--- config.mk ---
export PLATFORM = sky130hd
export DESIGN_NAME = message_slot_pool
export DESIGN_NICKNAME = d
export VERILOG_FILES = /design/src/sv/msp_pkg.sv /design/src/sv/msp_cell.sv /design/src/sv/message_slot_pool.sv
export SDC_FILE = /design/constraint.sdc
export NUM_CORES = 1
export LEC_CHECK = 0
export BUFFER_PORTS_ARGS = -buffer_cell sky130_fd_sc_hd__buf_2
export CORE_MARGIN = 4
export CORE_UTILIZATION = 30
export CTS_BUF_LIST = sky130_fd_sc_hd__clkbuf_2 sky130_fd_sc_hd__clkbuf_4 sky130_fd_sc_hd__clkbuf_8
export CTS_CLUSTER_SIZE = 25
export DETAILED_ROUTE_END_ITERATION = 8
export SLEW_MARGIN = 20
export SYNTH_ARGS = -nofsm -noshare
export SYNTH_HDL_FRONTEND = slang
export SYNTH_SLANG_ARGS = --single-unit
--- constraint.sdc ---
create_clock -name i_clk -period 16.4 [get_ports i_clk]
set_input_delay 3.28 -clock i_clk [delete_from_list [all_inputs] [get_ports i_clk]]
set_output_delay 3.28 -clock i_clk [all_outputs]
set_load 0.005 [all_outputs]
--- src/sv/msp_pkg.sv ---
package msp_pkg;

    localparam int REQ_W    = 3;
    localparam int HANDLE_W = 5;
    localparam int DEST_W   = 8;
    localparam int STATUS_W = 9;

    // Request codes; the remaining three codes of the field are unknown requests.
    typedef enum logic [REQ_W-1:0] {
        REQ_ALLOC   = 3'd0,
        REQ_FREE    = 3'd1,
        REQ_SEND    = 3'd2,
        REQ_RECEIVE = 3'd3,
        REQ_STATUS  = 3'd4
    } t_req;

    localparam logic [STATUS_W-1:0] ST_AVAILABLE = 9'h000;
    localparam logic [STATUS_W-1:0] ST_CLAIMED   = 9'h1FF;

    // One request as it travels down the row of slot cells.
    typedef struct packed {
        logic                valid;
        t_req                req;
        logic [HANDLE_W-1:0] handle;
        logic [DEST_W-1:0]   dest;
        logic                found;
        logic [HANDLE_W-1:0] found_idx;
    } t_wave;

endpackage

--- src/sv/msp_cell.sv ---
module msp_cell #(
    parameter int unsigned INDEX = 0,
    parameter int          CNT_W = 5
) (
    input  logic                i_clk,
    input  logic                i_rst_n,
    input  logic                i_adv,
    input  msp_pkg::t_wave      i_wave,
    input  logic [CNT_W-1:0]    i_cnt_av,
    input  logic [CNT_W-1:0]    i_cnt_cl,
    input  logic [CNT_W-1:0]    i_cnt_pd,
    output msp_pkg::t_wave      o_wave,
    output logic [CNT_W-1:0]    o_cnt_av,
    output logic [CNT_W-1:0]    o_cnt_cl,
    output logic [CNT_W-1:0]    o_cnt_pd
);

    logic [msp_pkg::STATUS_W-1:0] r_status;
    logic [msp_pkg::STATUS_W-1:0] n_status;
    msp_pkg::t_wave               r_wave;
    msp_pkg::t_wave               n_wave;
    logic [CNT_W-1:0]             r_cnt_av, r_cnt_cl, r_cnt_pd;
    logic [CNT_W-1:0]             n_cnt_av, n_cnt_cl, n_cnt_pd;
    logic                         hit;
    logic                         is_av;
    logic                         is_cl;

    assign hit   = (32'(i_wave.handle) == INDEX);
    assign is_av = (r_status == msp_pkg::ST_AVAILABLE);
    assign is_cl = (r_status == msp_pkg::ST_CLAIMED);

    always_comb begin
        n_status = r_status;
        n_wave   = i_wave;
        n_cnt_av = i_cnt_av;
        n_cnt_cl = i_cnt_cl;
        n_cnt_pd = i_cnt_pd;
        if (i_wave.valid) begin
            case (i_wave.req)
                msp_pkg::REQ_ALLOC: begin
                    if (!i_wave.found && is_av) begin
                        n_status         = msp_pkg::ST_CLAIMED;
                        n_wave.found     = 1'b1;
                        n_wave.found_idx = msp_pkg::HANDLE_W'(INDEX);
                    end
                end
                msp_pkg::REQ_FREE: begin
                    if (hit) begin
                        n_status = msp_pkg::ST_AVAILABLE;
                    end
                end
                msp_pkg::REQ_SEND: begin
                    if (hit) begin
                        n_status = {1'b0, i_wave.dest};
                    end
                end
                msp_pkg::REQ_RECEIVE: begin
                    if (!i_wave.found && r_status == {1'b0, i_wave.dest}) begin
                        n_wave.found     = 1'b1;
                        n_wave.found_idx = msp_pkg::HANDLE_W'(INDEX);
                    end
                end
                msp_pkg::REQ_STATUS: begin
                    if (is_av) begin
                        n_cnt_av = i_cnt_av + CNT_W'(1);
                    end else if (is_cl) begin
                        n_cnt_cl = i_cnt_cl + CNT_W'(1);
                    end else begin
                        n_cnt_pd = i_cnt_pd + CNT_W'(1);
                    end
                end
                default: begin
                end
            endcase
        end
    end

    // Only the slot and the valid flag are reset; the payload simply follows.
    always_ff @(posedge i_clk) begin
        if (!i_rst_n) begin
            r_status     <= msp_pkg::ST_AVAILABLE;
            r_wave.valid <= 1'b0;
        end else if (i_adv) begin
            r_status <= n_status;
            r_wave   <= n_wave;
        end
    end

    always_ff @(posedge i_clk) begin
        if (i_adv) begin
            r_cnt_av <= n_cnt_av;
            r_cnt_cl <= n_cnt_cl;
            r_cnt_pd <= n_cnt_pd;
        end
    end

    assign o_wave   = r_wave;
    assign o_cnt_av = r_cnt_av;
    assign o_cnt_cl = r_cnt_cl;
    assign o_cnt_pd = r_cnt_pd;

endmodule

--- src/sv/message_slot_pool.sv ---
// Status keeper for a fixed pool of message slots. Each slot is available,
// claimed, or pending for a destination from 1 to 255.
// The slave channel (i_s_tvalid, o_s_tready, i_s_tdata) carries one request
// per beat: allocate, free, send, receive or status. The master channel
// (o_m_tvalid, i_m_tready, o_m_tdata) returns exactly one result beat per
// request, in request order.
// Every slot lives in its own cell, and the cells form a row. A request
// enters the first cell and moves one cell per cycle while the row advances;
// each cell looks at its own slot, updates it, and passes the request with
// the search result and the running counts to its neighbor. Because every cell
// sees requests in arrival order, a new request may follow in the next cycle.
// From the accepted request beat, a request passes the register of every cell
// in the row and then the output register before its result beat goes out.
// Throughput is one request per cycle while the receiver takes results.
// When the receiver stalls with a result waiting, the whole row holds and
// o_s_tready drops in the same cycle.
// Reset makes every slot available and empties the row and output register.
module message_slot_pool #(
    parameter int SLOT_COUNT = 16
) (
    input  logic        i_clk,
    input  logic        i_rst_n,
    input  logic        i_s_tvalid,
    output logic        o_s_tready,
    // Fields from bit 0 up: req_type[2:0], slot_handle[7:3], dest_id[15:8].
    input  logic [15:0] i_s_tdata,
    output logic        o_m_tvalid,
    input  logic        i_m_tready,
    // Fields from bit 0 up: op_ok[0], found_handle[5:1], count_available[10:6],
    // count_claimed[15:11], count_pending[20:16], zero fill[23:21].
    output logic [23:0] o_m_tdata
);

    localparam int CNT_W = $clog2(SLOT_COUNT + 1);
    localparam logic [msp_pkg::HANDLE_W-1:0] NONE_HANDLE =
        msp_pkg::HANDLE_W'(SLOT_COUNT);

    // The row advances only when the output register is free or being drained.
    logic                      adv;
    msp_pkg::t_wave            wave   [0:SLOT_COUNT];
    logic [CNT_W-1:0]          cnt_av [0:SLOT_COUNT];
    logic [CNT_W-1:0]          cnt_cl [0:SLOT_COUNT];
    logic [CNT_W-1:0]          cnt_pd [0:SLOT_COUNT];
    msp_pkg::t_wave            tail;
    logic                      ok;
    logic [CNT_W:0]            cnt_sum;

    logic                      r_out_valid;
    logic [23:0]               r_out_data;
    logic [23:0]               n_out_data;

    assign adv        = !r_out_valid || i_m_tready;
    assign o_s_tready = adv;

    always_comb begin
        wave[0].valid     = i_s_tvalid;
        wave[0].req       = msp_pkg::t_req'(i_s_tdata[2:0]);
        wave[0].handle    = i_s_tdata[7:3];
        wave[0].dest      = i_s_tdata[15:8];
        wave[0].found     = 1'b0;
        wave[0].found_idx = NONE_HANDLE;
    end

    assign cnt_av[0] = '0;
    assign cnt_cl[0] = '0;
    assign cnt_pd[0] = '0;

    for (genvar g = 0; g < SLOT_COUNT; g++) begin : g_cell
        msp_cell #(
            .INDEX (g),
            .CNT_W (CNT_W)
        ) u_cell (
            .i_clk    (i_clk),
            .i_rst_n  (i_rst_n),
            .i_adv    (adv),
            .i_wave   (wave[g]),
            .i_cnt_av (cnt_av[g]),
            .i_cnt_cl (cnt_cl[g]),
            .i_cnt_pd (cnt_pd[g]),
            .o_wave   (wave[g+1]),
            .o_cnt_av (cnt_av[g+1]),
            .o_cnt_cl (cnt_cl[g+1]),
            .o_cnt_pd (cnt_pd[g+1])
        );
    end

    assign tail = wave[SLOT_COUNT];

    // Allocate and receive succeed when some cell took the search; free and
    // send succeed for an in-range handle; the status request always succeeds.
    always_comb begin
        case (tail.req)
            msp_pkg::REQ_ALLOC:   ok = tail.found;
            msp_pkg::REQ_RECEIVE: ok = tail.found;
            msp_pkg::REQ_FREE:    ok = (32'(tail.handle) < SLOT_COUNT);
            msp_pkg::REQ_SEND:    ok = (32'(tail.handle) < SLOT_COUNT);
            msp_pkg::REQ_STATUS:  ok = 1'b1;
            default:              ok = 1'b0;
        endcase
    end

    // Counts only grow on a status request, so they are zero for every other kind.
    always_comb begin
        n_out_data        = '0;
        n_out_data[0]     = ok;
        n_out_data[5:1]   = tail.found ? tail.found_idx : NONE_HANDLE;
        n_out_data[10:6]  = 5'(cnt_av[SLOT_COUNT]);
        n_out_data[15:11] = 5'(cnt_cl[SLOT_COUNT]);
        n_out_data[20:16] = 5'(cnt_pd[SLOT_COUNT]);
    end

    always_ff @(posedge i_clk) begin
        if (!i_rst_n) begin
            r_out_valid <= 1'b0;
        end else if (adv) begin
            r_out_valid <= tail.valid;
        end
    end

    always_ff @(posedge i_clk) begin
        if (adv) begin
            r_out_data <= n_out_data;
        end
    end

    assign o_m_tvalid = r_out_valid;
    assign o_m_tdata  = r_out_data;

    assign cnt_sum = (CNT_W + 1)'(cnt_av[SLOT_COUNT]) + (CNT_W + 1)'(cnt_cl[SLOT_COUNT])
                   + (CNT_W + 1)'(cnt_pd[SLOT_COUNT]);

`ifndef SYNTHESIS
    // A status request leaving the row has classified every slot exactly once.
    a_count_sum: assert property (@(posedge i_clk) disable iff (!i_rst_n)
        (tail.valid && tail.req == msp_pkg::REQ_STATUS) |-> (32'(cnt_sum) == SLOT_COUNT))
        else $error("slot counts do not add up to the pool size");

    // Only a search request can come out of the row with a slot found.
    a_found_kind: assert property (@(posedge i_clk) disable iff (!i_rst_n)
        (tail.valid && tail.found) |->
            (tail.req == msp_pkg::REQ_ALLOC || tail.req == msp_pkg::REQ_RECEIVE))
        else $error("found flag set on a request that does not search");

    // While the receiver stalls, the last cell's request is held for the next edge.
    a_row_holds: assert property (@(posedge i_clk) disable iff (!i_rst_n)
        (r_out_valid && !i_m_tready) |=> $stable(tail))
        else $error("row advanced during an output stall");
`endif

endmodule

==> impl_metrics.csv <==
group,metric,value,unit
finish,fin_util,34.4,%
route,drtAntennaViolNets,0,
global_routing,antenna_found_initial,0,
sta,worst_slew_pin_slew,1120,ps
run_status,outcome,"complete, no violations",
power,p_clk_share,41.7,%
route,vias,17800,
synth,syn_area,0.0309,mm²
route,viasPerCell,4.59,
global_routing,grt_overflow_total,0,
floorplan,core,0.102,mm²
clocking,cts_resized,0,
sta,period_share,45.5,%
clocking,clock_sinks,717,
power,combPwrFrac,2.6,%
synth,yosysWarningCount,0,
route,drtIter0Drc,926,
route,wire_per_inst,14.0,µm
sta,rsz0062_at_grt,"false",
power,power_leakage,13.2,nW
sta,hold_viol_final,0,
clocking,insertion_delay,690,ps
critical_path,worstPathMaxFanout,25,
power,power_frac_seq,55.7,%
finish,num_antenna_cells,0,
sta,finalSetupViolations,0,
critical_path,worst_setup_path_end_kind,"output pin",
flow_run,maxCapViolCount,0,
power,p_int,2.94,mW
critical_path,worst_ep_arrival_time,4180,ps
floorplan,die_w,329,µm
floorplan,die_area,0.108,mm²
global_routing,grt_usage,9.98,%
clocking,clk_pin_slew,60,ps
sta,worst_hold_slack,418,ps
synth,synth_cell_types,65,
placement,place_ws,8940,ps
worst_hold_path,hold_class,"reg2reg",
placement,place_congestion,0.827,
clocking,h-tree-depth,3,
clocking,cts_tree,"built",
synth,synth_area_leaders,"edfxtp_1 (54%), dfxtp_1 (10%), xnor2_1 (5.4%)",
power,swShare,20.5,%
synth,async_flop_share,0,%
synth,synth.largest_area_cell,"edfxtp_1",
placement,numPortBuffers,42,
route,drt_wl_total,54400,µm
critical_path,crit_type,"in2out",
sta,min_period,7460,ps
synth,ys_ff_latch,717,
sta,fmax,0.134,GHz
placement,dpl.hpwl,37200,µm
clocking,cts_setup_buffers,0,
critical_path,required,13120,ps
sta,maxSlewHeadroom,25.1,%
synth,synthFlopType,"edfxtp_1",
critical_path,start_kind,"primary input",
worst_hold_path,min_from,"g_cell[15].u_cell.o_cnt_cl[0]",
clocking,ctsLongestPathBuffers,3,
clocking,postCtsHoldBufs,0,
critical_path,cp-startpoint,"i_m_tready",
clocking,cts-root-buf,"clkbuf_8",
floorplan,start_util,30.3,%
synth,synth.most_common_cell,"edfxtp_1",
power,vdd_ir_drop_max,80.6,µV
route,drc,0,
floorplan,rows,117,
global_routing,grt_pass1_wl,88700,µm
synth,avgSynthCellArea,13.3,µm²
synth,synthesis.instances,2319,
synth,synth_common_cells,"edfxtp_1 (556), xnor2_1 (189), dfxtp_1 (161), nand2_1 (139), xor2_1 (107)",
sta,tns,0,ps
synth,synth_top_cell_area_share,54.0,%
sta,skew,29.0,ps
global_routing,grt_start_max_net_pins,92,
synth,synth_edf_count,556,
sta,fin_ws,8940,ps
critical_path,r2r_start,"o_m_tvalid",
finish,syn2layout_area_growth,13.4,%
sta,slew_viol_final,0,
route,drt_pass1_iterations,5,
floorplan,die_h,329,µm
clocking,cts_made_buffers,108,
power,power_switching,0.757,mW
synth,ys_seq_area_share,64.4,%
finish,layout-drive-gt1-share,15.3,%
global_routing,grt_pass1_vias,17800,
floorplan,num_io_pins,46,
power,power_density,105,mW/mm²
finish,fin_nets,2481,
## registers in the layout (all words and copies together), names as in the netlist
signal and cells:
o_m_tdata 21, g_cell.u_cell.o_wave 341, o_m_tvalid 1, g_cell.u_cell.o_cnt_cl 70
g_cell.u_cell.r_status 144, g_cell.u_cell.o_cnt_av 70, g_cell.u_cell.o_cnt_pd 70
## per-layer routing
layer | share of wire, % | global-route usage (%)
met5 | 0 | 0
met4 | 4.6 | 5.19
met3 | 3.8 | 2.08
met2 | 52 | 18.6
met1 | 39 | 10.5
## cells by family (layout without fill, tap and decap cells)
group,Yosys count,count (layout),synth area share (%)
AO/OA/AOI/OAI,260,260,6.40
AND/OR/NAND/NOR,862,862,16.2
other,1,3,0.0121
multiplexers,42,42,1.53
XOR/XNOR,296,296,8.38
adder cells (fa/ha/maj),51,51,1.99
buffers and inverters,90,280,1.14
flip-flops,717,717,64.4
## area by class of cell
type,count,area (µm²)
clock buffer,168,2040
clock inverter,34,300
sequential,717,19900
fill,9985,67000
inverter,24,97.6
timing repair buffer,54,323
tap,1368,1710
multi-input combinational,1514,10700
## metrics by stage
step / total power [mW] / std cells / area, µm²
after detailed placement: 2.19 / 3676 / 32700
after global routing: 3.86 / 3879 / 35100
after CTS: 3.75 / 3878 / 35000
after floorplan: 2.16 / 2321 / 30900
final: 3.69 / 3879 / 35100
after global placement: 2.19 / 3676 / 32700
## final timing paths
kind                                                    to  slack, ps  cells after the start
worst max-delay path                            o_s_tready       8940                      4
worst min-delay path                         o_m_tdata[11]        420                      0
worst max register to register  g_cell[5].u_cell.o_wave[9]      12880                      5
worst min register to register               o_m_tdata[11]        420                      0
## critical path, cell delays in order
cell	delay [ps]
buf_2	120
nor2b_4	420
inv_8	180
buf_2	180
## cell usage in the layout (no fill, tap or decap), drive strengths merged, types with 14 or more instances in the layout
cell type	instances
nand2	139
xor2	107
buf	54
or2	35
a21oi	66
o221a	48
nor2b	39
and3	19
o21ai	28
mux2	41
and2	88
ha	42
nand4	96
nor4	38
dfxtp	161
nor3b	65
clkbuf	168
a21boi	17
edfxtp	556
nand3	55
clkinv	27
nor2	72
o211a	25
xnor2	189
nor3	104
or3	23
inv	24
or4	17
a21o	27
nand2b	30
nand3b	14
## power by group through the flow
stage / registers (mW) / logic [mW] / clock network [mW]
final: 2.06 / 0.0969 / 1.54
after CTS: 2.06 / 0.0986 / 1.60
after floorplan: 2.09 / 0.0756 / 0
after global routing: 2.06 / 0.109 / 1.69
after global placement: 2.09 / 0.0972 / 0
after detailed placement: 2.10 / 0.0981 / 0
Note: power is estimated with default switching activity, not from simulation.
